### src/rtl/core/swpseg_pkg.sv
// Shared types, constants and the tangent table of the sweep object segmenter.
// Used by every module in rtl/core but swpseg_fifo; depends on nothing else.
`timescale 1ns / 1ps
`default_nettype none

package swpseg_pkg;

    // Field widths of the sample, result and configuration items.
    localparam int ANGLE_W    = 8;
    localparam int RANGE_W    = 12;
    localparam int DIST_W     = 10;
    localparam int NUM_W      = 8;
    localparam int OBJW_W     = 26;
    localparam int CORR_W     = 18;
    localparam int CFG_DATA_W = 18;
    localparam int CFG_IDX_W  = 2;

    // Defaults for the top level parameters.
    localparam int SAMPLE_BITS_DEF = 12;
    localparam int MAX_ANGLE_DEF   = 180;

    // Tangent format: signed, 8 integer bits and TAN_FRACTION_BITS fraction bits.
    localparam int TAN_FRACTION_BITS = 8;
    localparam int TAN_W             = 8 + TAN_FRACTION_BITS;
    localparam int TAN_MAG_W         = TAN_W - 1;

    // Reset values of the sweep state and of the registers.
    localparam int PREV_RESET   = 300;
    localparam int THRESH_RESET = 100;
    localparam int NEAR_RESET   = 120;

    // Register indexes on the configuration port.
    localparam logic [CFG_IDX_W-1:0] REG_JUMP_THRESHOLD     = 2'd0;
    localparam logic [CFG_IDX_W-1:0] REG_NEAR_LIMIT         = 2'd1;
    localparam logic [CFG_IDX_W-1:0] REG_CORRECTION_ENABLED = 2'd2;
    localparam logic [CFG_IDX_W-1:0] REG_WIDTH_CORRECTION   = 2'd3;

    typedef struct packed {
        logic [RANGE_W-1:0]       jump_threshold;
        logic [RANGE_W-1:0]       near_limit;
        logic                     correction_enabled;
        logic signed [CORR_W-1:0] width_correction;
    } cfg_t;

    // One closed object handed from the front end to the width unit.
    typedef struct packed {
        logic [NUM_W-1:0]   number;
        logic [ANGLE_W-1:0] start_angle;
        logic [ANGLE_W-1:0] stop_angle;
        logic [DIST_W-1:0]  distance;
    } job_t;

    typedef struct packed {
        logic [NUM_W-1:0]         object_number;
        logic [ANGLE_W-1:0]       center_angle;
        logic [DIST_W-1:0]        object_distance;
        logic signed [OBJW_W-1:0] object_extent;
    } result_t;

    // tan(k degrees) in unsigned Q7.8 for k = 0..89, all entries non-negative.
    localparam logic [TAN_MAG_W-1:0] TAN_ROM [0:89] = '{
        15'd0,    15'd4,    15'd9,    15'd13,   15'd18,
        15'd22,   15'd27,   15'd31,   15'd36,   15'd41,
        15'd45,   15'd50,   15'd54,   15'd59,   15'd64,
        15'd69,   15'd73,   15'd78,   15'd83,   15'd88,
        15'd93,   15'd98,   15'd103,  15'd109,  15'd114,
        15'd119,  15'd125,  15'd130,  15'd136,  15'd142,
        15'd148,  15'd154,  15'd160,  15'd166,  15'd173,
        15'd179,  15'd186,  15'd193,  15'd200,  15'd207,
        15'd215,  15'd223,  15'd231,  15'd239,  15'd247,
        15'd256,  15'd265,  15'd275,  15'd284,  15'd294,
        15'd305,  15'd316,  15'd328,  15'd340,  15'd352,
        15'd366,  15'd380,  15'd394,  15'd410,  15'd426,
        15'd443,  15'd462,  15'd481,  15'd502,  15'd525,
        15'd549,  15'd575,  15'd603,  15'd634,  15'd667,
        15'd703,  15'd743,  15'd788,  15'd837,  15'd893,
        15'd955,  15'd1027, 15'd1109, 15'd1204, 15'd1317,
        15'd1452, 15'd1616, 15'd1822, 15'd2085, 15'd2436,
        15'd2926, 15'd3661, 15'd4885, 15'd7331, 15'd14666
    };

endpackage

`default_nettype wire

### src/rtl/core/swpseg_fifo.sv
// Small synchronous queue in registers, one write and one read per cycle.
// Generic; used for the object queue and the result queue. No package needed.
`timescale 1ns / 1ps
`default_nettype none

module swpseg_fifo #(
    parameter int WIDTH = 8,
    parameter int DEPTH = 2
) (
    input  wire logic                       clk,
    input  wire logic                       rst_n,
    input  wire logic                       wr_en,
    input  wire logic [WIDTH-1:0]           wr_data,
    input  wire logic                       rd_en,
    output logic      [WIDTH-1:0]           rd_data,
    output logic                            full,
    output logic                            empty,
    output logic      [$clog2(DEPTH+1)-1:0] count
);

    localparam int PTR_W = (DEPTH > 1) ? $clog2(DEPTH) : 1;
    localparam int CNT_W = $clog2(DEPTH + 1);

    logic [WIDTH-1:0] mem_reg [DEPTH];
    logic [PTR_W-1:0] wr_ptr_reg, wr_ptr_next;
    logic [PTR_W-1:0] rd_ptr_reg, rd_ptr_next;
    logic [CNT_W-1:0] count_reg, count_next;
    logic             do_wr, do_rd;

    assign do_wr = wr_en && !full;
    assign do_rd = rd_en && !empty;

    always_comb
    begin
        wr_ptr_next = wr_ptr_reg;
        rd_ptr_next = rd_ptr_reg;
        count_next  = count_reg;
        if (do_wr)
        begin
            wr_ptr_next = (wr_ptr_reg == PTR_W'(DEPTH - 1)) ? '0 : wr_ptr_reg + 1'b1;
        end
        if (do_rd)
        begin
            rd_ptr_next = (rd_ptr_reg == PTR_W'(DEPTH - 1)) ? '0 : rd_ptr_reg + 1'b1;
        end
        if (do_wr && !do_rd)
        begin
            count_next = count_reg + 1'b1;
        end
        else if (do_rd && !do_wr)
        begin
            count_next = count_reg - 1'b1;
        end
    end

    always_ff @(posedge clk or negedge rst_n)
    begin
        if (!rst_n)
        begin
            wr_ptr_reg <= '0;
            rd_ptr_reg <= '0;
            count_reg  <= '0;
        end
        else
        begin
            wr_ptr_reg <= wr_ptr_next;
            rd_ptr_reg <= rd_ptr_next;
            count_reg  <= count_next;
        end
    end

    always_ff @(posedge clk)
    begin
        if (do_wr)
        begin
            mem_reg[wr_ptr_reg] <= wr_data;
        end
    end

    assign rd_data = mem_reg[rd_ptr_reg];
    assign full    = (count_reg == CNT_W'(DEPTH));
    assign empty   = (count_reg == '0);
    assign count   = count_reg;

endmodule

`default_nettype wire

### src/rtl/core/swpseg_front.sv
// Front end: takes samples, finds edges, tracks the open object and queues closed ones.
// Depends on swpseg_pkg.
`timescale 1ns / 1ps
`default_nettype none

module swpseg_front
    import swpseg_pkg::*;
#(
    parameter int SAMPLE_BITS = SAMPLE_BITS_DEF,
    parameter int MAX_ANGLE   = MAX_ANGLE_DEF
) (
    input  wire logic               clk,
    input  wire logic               rst_n,
    input  wire cfg_t               cfg,
    input  wire logic               push,
    output logic                    full,
    input  wire logic               first_of_sweep,
    input  wire logic [ANGLE_W-1:0] sweep_angle,
    input  wire logic [RANGE_W-1:0] range_sample,
    input  wire logic [DIST_W-1:0]  sonar_distance,
    input  wire logic               job_full,
    output logic                    job_push,
    output job_t                    job
);

    // Only the low SAMPLE_BITS of the range reading take part.
    localparam int SW = (SAMPLE_BITS < RANGE_W) ? SAMPLE_BITS : RANGE_W;
    localparam logic [SW-1:0] PREV_INIT = SW'(PREV_RESET % (1 << SAMPLE_BITS));

    logic [SW-1:0]      prev_reg;
    logic               inside_reg;
    logic [ANGLE_W-1:0] start_reg;
    logic [DIST_W-1:0]  dist_reg;
    logic [NUM_W-1:0]   count_reg;

    logic [SW-1:0]      base_prev;
    logic               base_inside;
    logic [ANGLE_W-1:0] base_start;
    logic [DIST_W-1:0]  base_dist;
    logic [NUM_W-1:0]   base_count;

    logic [SW-1:0]      sample;
    logic [SW-1:0]      diff;
    logic [ANGLE_W-1:0] angle;
    logic               accept, is_edge, opening, closing;

    assign accept = push && !full;
    assign full   = job_full;

    // A new sweep starts from the reset state before this sample is looked at.
    assign base_prev   = first_of_sweep ? PREV_INIT : prev_reg;
    assign base_inside = first_of_sweep ? 1'b0 : inside_reg;
    assign base_start  = first_of_sweep ? '0 : start_reg;
    assign base_dist   = first_of_sweep ? '0 : dist_reg;
    assign base_count  = first_of_sweep ? '0 : count_reg;

    assign sample = range_sample[SW-1:0];
    assign angle  = (sweep_angle > ANGLE_W'(MAX_ANGLE)) ? ANGLE_W'(MAX_ANGLE) : sweep_angle;
    assign diff   = (base_prev >= sample) ? base_prev - sample : sample - base_prev;

    assign is_edge = RANGE_W'(diff) >= cfg.jump_threshold;
    assign opening = is_edge && !base_inside && (RANGE_W'(sample) <= cfg.near_limit);
    assign closing = is_edge && base_inside;

    always_ff @(posedge clk or negedge rst_n)
    begin
        if (!rst_n)
        begin
            prev_reg   <= PREV_INIT;
            inside_reg <= 1'b0;
            start_reg  <= '0;
            dist_reg   <= '0;
            count_reg  <= '0;
        end
        else if (accept)
        begin
            prev_reg   <= sample;
            inside_reg <= opening ? 1'b1 : (closing ? 1'b0 : base_inside);
            start_reg  <= opening ? angle : base_start;
            dist_reg   <= opening ? sonar_distance : base_dist;
            if (closing && (base_count != '1))
            begin
                count_reg <= base_count + 1'b1;
            end
            else
            begin
                count_reg <= base_count;
            end
        end
    end

    assign job_push         = accept && closing;
    assign job.number       = base_count;
    assign job.start_angle  = base_start;
    assign job.stop_angle   = angle;
    assign job.distance     = base_dist;

endmodule

`default_nettype wire

### src/rtl/core/swpseg_back.sv
// Width unit: tangent lookup, two multiplies and saturation over two register stages.
// Depends on swpseg_pkg; feeds the result queue and takes credit from its fill count.
`timescale 1ns / 1ps
`default_nettype none

module swpseg_back
    import swpseg_pkg::*;
#(
    parameter int OUT_DEPTH = 4
) (
    input  wire logic                         clk,
    input  wire logic                         rst_n,
    input  wire cfg_t                         cfg,
    input  wire logic                         job_empty,
    input  wire job_t                         job,
    output logic                              job_pop,
    input  wire logic [$clog2(OUT_DEPTH+1)-1:0] out_count,
    output logic                              res_push,
    output result_t                           res
);

    localparam int CNT_W  = $clog2(OUT_DEPTH + 1);
    localparam int SPAN_W = ANGLE_W + 1;
    localparam int P1_W   = DIST_W + 1 + TAN_W;
    localparam int P2_W   = DIST_W + 1 + CORR_W;
    localparam int TOT_W  = P1_W + (16 - TAN_FRACTION_BITS) + 1;
    localparam int W_W    = TOT_W - 8;

    localparam logic signed [TAN_W-1:0] TAN_MAX = {1'b0, {(TAN_W-1){1'b1}}};
    localparam logic signed [TAN_W-1:0] TAN_MIN = {1'b1, {(TAN_W-1){1'b0}}};
    localparam logic signed [OBJW_W-1:0] OBJW_MAX = {1'b0, {(OBJW_W-1){1'b1}}};
    localparam logic signed [OBJW_W-1:0] OBJW_MIN = {1'b1, {(OBJW_W-1){1'b0}}};

    // Stage A: tangent of the span.
    logic                     a_valid_reg;
    logic signed [TAN_W-1:0]  a_tan_reg;
    logic [DIST_W-1:0]        a_dist_reg;
    logic [NUM_W-1:0]         a_num_reg;
    logic [ANGLE_W-1:0]       a_center_reg;

    // Stage B: products.
    logic                     b_valid_reg;
    logic signed [P1_W-1:0]   b_p1_reg;
    logic signed [P2_W-1:0]   b_p2_reg;
    logic [DIST_W-1:0]        b_dist_reg;
    logic [NUM_W-1:0]         b_num_reg;
    logic [ANGLE_W-1:0]       b_center_reg;

    logic signed [SPAN_W-1:0] span;
    logic [SPAN_W-1:0]        span_mag;
    logic [ANGLE_W-1:0]       r;
    logic [6:0]               rom_idx;
    logic [TAN_MAG_W-1:0]     mag;
    logic                     span_neg, flip;
    logic signed [TAN_W-1:0]  tan_val;
    logic [SPAN_W-1:0]        angle_sum;

    logic signed [TOT_W-1:0]  total;
    logic signed [W_W-1:0]    w_floor;
    logic signed [OBJW_W-1:0] w_sat;
    logic [CNT_W+1:0]         committed;

    // Each pop reserves a result queue slot for the whole trip through the stages.
    assign committed = (CNT_W+2)'(out_count) + (CNT_W+2)'(a_valid_reg)
                       + (CNT_W+2)'(b_valid_reg);
    assign job_pop   = !job_empty && (committed < (CNT_W+2)'(OUT_DEPTH));

    always_comb
    begin
        span     = $signed({1'b0, job.stop_angle}) - $signed({1'b0, job.start_angle});
        span_neg = span[SPAN_W-1];
        span_mag = span_neg ? SPAN_W'(-span) : SPAN_W'(span);
        // The span magnitude stays below 360, so one subtract gives the remainder.
        r        = (span_mag >= SPAN_W'(180)) ? ANGLE_W'(span_mag - SPAN_W'(180))
                                              : ANGLE_W'(span_mag);
        // A right angle bypasses the table, so its index is parked at zero.
        if (r < ANGLE_W'(90))
        begin
            rom_idx = r[6:0];
        end
        else if (r > ANGLE_W'(90))
        begin
            rom_idx = 7'(ANGLE_W'(180) - r);
        end
        else
        begin
            rom_idx = '0;
        end
        mag      = TAN_ROM[rom_idx];
        flip     = span_neg ^ (r > ANGLE_W'(90));
        if (r == ANGLE_W'(90))
        begin
            tan_val = span_neg ? TAN_MIN : TAN_MAX;
        end
        else if (flip)
        begin
            tan_val = -$signed({1'b0, mag});
        end
        else
        begin
            tan_val = $signed({1'b0, mag});
        end
        angle_sum = {1'b0, job.start_angle} + {1'b0, job.stop_angle};
    end

    always_ff @(posedge clk or negedge rst_n)
    begin
        if (!rst_n)
        begin
            a_valid_reg <= 1'b0;
            b_valid_reg <= 1'b0;
        end
        else
        begin
            a_valid_reg <= job_pop;
            b_valid_reg <= a_valid_reg;
        end
    end

    always_ff @(posedge clk)
    begin
        a_tan_reg    <= tan_val;
        a_dist_reg   <= job.distance;
        a_num_reg    <= job.number;
        a_center_reg <= angle_sum[SPAN_W-1:1];

        b_p1_reg     <= $signed({1'b0, a_dist_reg}) * a_tan_reg;
        b_p2_reg     <= $signed({1'b0, a_dist_reg}) * cfg.width_correction;
        b_dist_reg   <= a_dist_reg;
        b_num_reg    <= a_num_reg;
        b_center_reg <= a_center_reg;
    end

    always_comb
    begin
        total = TOT_W'(b_p1_reg) <<< (16 - TAN_FRACTION_BITS);
        if (cfg.correction_enabled)
        begin
            total = total - TOT_W'(b_p2_reg);
        end
        // Arithmetic shift is the floor of the division by 256.
        w_floor = W_W'(total >>> 8);
        if (w_floor > W_W'(OBJW_MAX))
        begin
            w_sat = OBJW_MAX;
        end
        else if (w_floor < W_W'(OBJW_MIN))
        begin
            w_sat = OBJW_MIN;
        end
        else
        begin
            w_sat = OBJW_W'(w_floor);
        end
    end

    assign res_push            = b_valid_reg;
    assign res.object_number   = b_num_reg;
    assign res.center_angle    = b_center_reg;
    assign res.object_distance = b_dist_reg;
    assign res.object_extent   = w_sat;

endmodule

`default_nettype wire

### src/rtl/core/sweep_object_segmenter.sv
// Top level of the sweep object segmenter: configuration registers and queues.
// Depends on swpseg_pkg, swpseg_front, swpseg_back and swpseg_fifo.
`timescale 1ns / 1ps
`default_nettype none

// The block takes one sweep sample per clock cycle and emits one record for
// every object that closes. The front end classifies each sample in the cycle
// it is accepted, so samples follow back to back; a closed object waits in a
// two-entry queue, then passes the tangent lookup stage and the multiply stage
// and lands in a four-entry result queue. The width unit also takes one object
// per cycle, so full is raised only while the result side is stalled and both
// queues have filled. Configuration is written through cfg_write, cfg_index
// and cfg_data, and must be changed only while no object is in flight. No
// clearing pass follows reset.
module sweep_object_segmenter
    import swpseg_pkg::*;
#(
    parameter int SAMPLE_BITS = SAMPLE_BITS_DEF,
    parameter int MAX_ANGLE   = MAX_ANGLE_DEF
) (
    input  wire logic                     clk,
    input  wire logic                     rst_n,
    input  wire logic                     cfg_write,
    input  wire logic [CFG_IDX_W-1:0]     cfg_index,
    input  wire logic [CFG_DATA_W-1:0]    cfg_data,
    input  wire logic                     push,
    output logic                          full,
    input  wire logic                     first_of_sweep,
    input  wire logic [ANGLE_W-1:0]       sweep_angle,
    input  wire logic [RANGE_W-1:0]       range_sample,
    input  wire logic [DIST_W-1:0]        sonar_distance,
    output logic                          empty,
    input  wire logic                     pop,
    output logic [NUM_W-1:0]              object_number,
    output logic [ANGLE_W-1:0]            center_angle,
    output logic [DIST_W-1:0]             object_distance,
    output logic signed [OBJW_W-1:0]      object_extent
);

    localparam int JOB_DEPTH = 2;
    localparam int OUT_DEPTH = 4;
    localparam int OUT_CNT_W = $clog2(OUT_DEPTH + 1);

    cfg_t                 cfg_reg;
    job_t                 front_job, back_job;
    logic                 job_push, job_pop, job_full, job_empty;
    result_t              res_in, res_out;
    logic                 res_push;
    logic [OUT_CNT_W-1:0] out_count;

    always_ff @(posedge clk or negedge rst_n)
    begin
        if (!rst_n)
        begin
            cfg_reg.jump_threshold     <= RANGE_W'(THRESH_RESET);
            cfg_reg.near_limit         <= RANGE_W'(NEAR_RESET);
            cfg_reg.correction_enabled <= 1'b0;
            cfg_reg.width_correction   <= '0;
        end
        else if (cfg_write)
        begin
            case (cfg_index)
                REG_JUMP_THRESHOLD:     cfg_reg.jump_threshold     <= cfg_data[RANGE_W-1:0];
                REG_NEAR_LIMIT:         cfg_reg.near_limit         <= cfg_data[RANGE_W-1:0];
                REG_CORRECTION_ENABLED: cfg_reg.correction_enabled <= cfg_data[0];
                REG_WIDTH_CORRECTION:   cfg_reg.width_correction   <= $signed(cfg_data[CORR_W-1:0]);
                default:                ;
            endcase
        end
    end

    swpseg_front #(
        .SAMPLE_BITS (SAMPLE_BITS),
        .MAX_ANGLE   (MAX_ANGLE)
    ) u_front (
        .clk            (clk),
        .rst_n          (rst_n),
        .cfg            (cfg_reg),
        .push           (push),
        .full           (full),
        .first_of_sweep (first_of_sweep),
        .sweep_angle    (sweep_angle),
        .range_sample   (range_sample),
        .sonar_distance (sonar_distance),
        .job_full       (job_full),
        .job_push       (job_push),
        .job            (front_job)
    );

    swpseg_fifo #(
        .WIDTH ($bits(job_t)),
        .DEPTH (JOB_DEPTH)
    ) u_job_fifo (
        .clk     (clk),
        .rst_n   (rst_n),
        .wr_en   (job_push),
        .wr_data (front_job),
        .rd_en   (job_pop),
        .rd_data (back_job),
        .full    (job_full),
        .empty   (job_empty),
        .count   ()
    );

    swpseg_back #(
        .OUT_DEPTH (OUT_DEPTH)
    ) u_back (
        .clk       (clk),
        .rst_n     (rst_n),
        .cfg       (cfg_reg),
        .job_empty (job_empty),
        .job       (back_job),
        .job_pop   (job_pop),
        .out_count (out_count),
        .res_push  (res_push),
        .res       (res_in)
    );

    swpseg_fifo #(
        .WIDTH ($bits(result_t)),
        .DEPTH (OUT_DEPTH)
    ) u_out_fifo (
        .clk     (clk),
        .rst_n   (rst_n),
        .wr_en   (res_push),
        .wr_data (res_in),
        .rd_en   (pop),
        .rd_data (res_out),
        .full    (),
        .empty   (empty),
        .count   (out_count)
    );

    assign object_number   = res_out.object_number;
    assign center_angle    = res_out.center_angle;
    assign object_distance = res_out.object_distance;
    assign object_extent   = res_out.object_extent;

endmodule

`default_nettype wire

### config.mk
export PLATFORM = sky130hd
export DESIGN_NAME = sweep_object_segmenter
export DESIGN_NICKNAME = d
export VERILOG_FILES = /design/src/rtl/core/swpseg_pkg.sv /design/src/rtl/core/swpseg_fifo.sv /design/src/rtl/core/swpseg_front.sv /design/src/rtl/core/swpseg_back.sv /design/src/rtl/core/sweep_object_segmenter.sv
export SDC_FILE = /design/constraint.sdc
export NUM_CORES = 2
export LEC_CHECK = 0
export BUFFER_PORTS_ARGS = -buffer_cell sky130_fd_sc_hd__buf_2
export CELL_PAD_IN_SITES_DETAIL_PLACEMENT = 1
export CELL_PAD_IN_SITES_GLOBAL_PLACEMENT = 2
export CORE_MARGIN = 2
export CORE_UTILIZATION = 47
export DETAILED_ROUTE_END_ITERATION = 10
export GPL_TIMING_DRIVEN = 0
export HOLD_SLACK_MARGIN = 0.06
export MAX_ROUTING_LAYER = met4
export PLACE_DENSITY_LB_ADDON = 0.3
export SLEW_MARGIN = 20
export SYNTH_ARGS = -nofsm -noshare
export SYNTH_HDL_FRONTEND = slang
export SYNTH_SLANG_ARGS = --single-unit
export TNS_END_PERCENT = 100
### constraint.sdc
create_clock -name clk -period 12.8 [get_ports clk]
set_input_delay 1.92 -clock clk [delete_from_list [all_inputs] [get_ports clk]]
set_output_delay 1.92 -clock clk [all_outputs]
set_load 0.01 [all_outputs]
==> results.py <==
metrics = {
    "global_route": {
        "first_global_vias": 27800,
        "grt_pass1_wl_microns": 157000,
        "grt_max_degree": 49,
        "grt_antenna_before_repair": 4,
        "grt_use_total": 0.264,
        "gr-total-overflow": 0,
    },
    "run_status": {
        "status": "finished, final reports clean",
    },
    "run": {
        "drv_cap": 0,
    },
    "setup_path": {
        "worst_ep_arrival_time_ns": 11.01,
        "crit_buf_inv": 8,
        "setup.worst_path.start_class": "register",
        "worstSetupEndpointType": "register",
        "slowest_delay_ns": 0.85,
        "rr_worst_depth": 34,
        "cp.depth": 34,
        "crit_fanout": 11,
        "crit_slowest_cell": "clkbuf_1",
        "cp_top_family": "compound AO/OA/AOI/OAI gates",
        "cp.required_ns": 13.24,
        "critPathKind": "reg -> reg",
    },
    "timing": {
        "slew_headroom": 0.266,
        "finClkSkew_ns": 0.0522,
        "drv_slew": 0,
        "finalCritPeriodShare": 0.826,
        "worst_pin_slew_ns": 1.10,
        "setup_ws_ns": 2.23,
        "fin_setup_tns_ns": 0,
        "hold_viol": 0,
        "rsz0062_at_grt": "false",
        "post-route-min-period_ns": 10.57,
        "setup_viol": 0,
        "fmax_mhz": 94.6,
    },
    "place": {
        "dp_slack_ns": 2.13,
        "dp_hpwl_microns": 77200,
        "place_congestion": 0.880,
        "portBuffers": 109,
    },
    "route": {
        "dr.pass1.iters": 5,
        "vias": 24900,
        "drt-total-wl_microns": 99100,
        "avgViaCountPerCell": 5.57,
        "ant_nets": 0,
        "drc": 0,
        "wl_per_cell_microns": 22.1,
        "drt_iter0_drc": 1190,
    },
    "floorplan": {
        "die-height_microns": 280,
        "num_rows": 101,
        "ioPinCount": 110,
        "start_util": 0.474,
        "core_area_sq_mm": 0.0758,
        "die_w_microns": 280,
        "die_area_sq_mm": 0.0787,
    },
    "cts": {
        "tritoncts": "built",
        "cts_setup_buffers": 0,
        "cts_resized": 0,
        "htree_levels": 2,
        "cts_sinks": 495,
        "clkLatencyLatePin_ns": 0.63,
        "cts_hold_buf": 0,
        "clk_pin_slew_ns": 0.06,
        "numCtsBuffers": 54,
        "clk_path_buf_depth": 3,
        "clockRootBuffer": "clkbuf_16",
    },
    "logic_synthesis": {
        "synth_edf_count": 276,
        "synth.avg_cell_area_sq_um": 10.9,
        "synth_fp_nets": 3887,
        "synthesis.area_sq_mm": 0.0359,
        "yosysWarnings": 0,
        "synth_flop_cell": "edfxtp_1",
        "synth_cells": 3281,
        "async_flop_share": 0.192,
        "yosys_register_bits": 495,
        "ys_seq_area_frac": 0.366,
        "ys_types": 101,
    },
    "worst_hold_path": {
        "hold_class": "reg -> reg",
        "whs_path_depth": 0,
    },
    "final_layout": {
        "nets": 4060,
        "drive_above_1_share": 0.118,
        "area_delta_synth_final_pct": 10.7,
        "largest_register_ffs": 208,
    },
}
## worst register-to-register path, delay by kind of cell (launching register included)
family,cells,cell delay [ns]
AO/OA/AOI/OAI,14,3.54
AND/OR/NAND/NOR,5,1.59
multiplexers,1,0.43
buffers and inverters,8,2.54
flip-flops,1,0.32
XOR/XNOR,1,0.35
adder cells (fa/ha/maj),5,1.58
## path summary, 6_finish.rpt
| check | start | end | slack [ns] |
|---|---|---|---|
| worst min-delay path | u_back.a_num_reg[4] | u_back.b_num_reg[4] | 0.33 |
| worst max register to register | u_job_fifo.rd_ptr_reg | u_back.a_tan_reg[12] | 2.23 |
| min in group asynchronous | rst_n | u_front.start_reg[6] | 1.22 |
| worst min register to register | u_back.a_num_reg[4] | u_back.b_num_reg[4] | 0.33 |
| worst max-delay path | u_job_fifo.rd_ptr_reg | u_back.a_tan_reg[12] | 2.23 |
| max in group asynchronous | rst_n | cfg_reg[33] | 10.80 |
## stage by stage
step	hold slack (ns)	utilization	area, sq um	cells
after floorplan	0.310	-	35900	3281
after global placement	0.310	0.497	37700	4368
after detailed placement	0.315	0.500	37900	4375
after CTS	0.327	0.524	39800	4477
after global routing	0.332	0.524	39800	4479
final	0.328	0.524	39800	4479
## placed cells by master (no fill, tap or decap), drive strengths merged, types with 25 or more instances in the layout
| master | synthesis | routed |
|---|---|---|
| nand2 | 274 | 274 |
| fa | 311 | 311 |
| xor2 | 33 | 33 |
| dfrtp | 84 | 84 |
| buf | 34 | 151 |
| edfxtp | 276 | 276 |
| mux2 | 64 | 64 |
| a221o | 25 | 25 |
| nand2b | 26 | 26 |
| mux4 | 52 | 52 |
| a21o | 49 | 49 |
| a21oi | 100 | 100 |
| dfxtp | 124 | 124 |
| inv | 456 | 458 |
| nor3 | 39 | 39 |
| and2 | 213 | 213 |
| nand3 | 33 | 33 |
| nor2b | 49 | 49 |
| xnor2 | 79 | 79 |
| nor2 | 146 | 146 |
| ha | 239 | 239 |
| clkbuf | 106 | 178 |
| o21ai | 131 | 131 |
| mux2i | 43 | 43 |
## routing by layer
layer | vias to the layer above | part of all wire | track usage
li1 | 11400 | - | -
met5 | - | 0 | -
met4 | 0 | 0.023 | 0.0638
met1 | 12900 | 0.43 | 0.329
met2 | 480 | 0.51 | 0.461
met3 | 146 | 0.036 | 0.0270
## synthesized netlist by cell type, drive strengths merged (15+ instances only)
cell type	instances	area [sq um]
mux2	64	724
nand2b	26	163
nor2b	49	307
a21boi	16	120
dfxtp	124	2480
buf	34	218
clkbuf	106	398
a21oi	100	508
xnor2	79	707
a21o	49	368
a211oi	23	233
inv	456	1710
mux4	52	1170
xor2	33	297
and2	213	1330
fa	311	6230
nand2	274	1030
ha	239	2990
o21a	15	113
o211ai	20	155
a221o	25	250
nor2	146	556
a31oi	17	119
mux2i	43	443
nor3	39	205
edfxtp	276	8290
nand3	33	165
dfrtp	84	2100
o21ai	131	663
## final cells by class
cell class | count | area [sq um]
Clock inverter | 30 | 390
Clock buffer | 72 | 1490
Multi-Input combinational cell | 2189 | 20500
Timing Repair Buffer | 117 | 714
Buffer | 140 | 616
Inverter | 457 | 1720
Fill cell | 8146 | 36100
Tap cell | 978 | 1220
Antenna cell | 1 | 2.50
Sequential cell | 495 | 13200
## kinds of logic (layout without fill, tap and decap cells)
logic type | Yosys count | count (layout) | share of synthesized area
AOI/OAI and AO/OA | 508 | 508 | 0.0985
xor gates and xnor gates | 112 | 112 | 0.0279
adders and majority gates | 551 | 551 | 0.257
buffers and inverters | 597 | 816 | 0.0649
DFF | 495 | 495 | 0.366
muxes | 159 | 159 | 0.0651
other | 0 | 1 | 0
and+or+nand+nor | 859 | 859 | 0.120
Power is left out: the tool's default activity adds up to more than one toggle a clock period on the data nets, which glitch-free logic cannot reach.
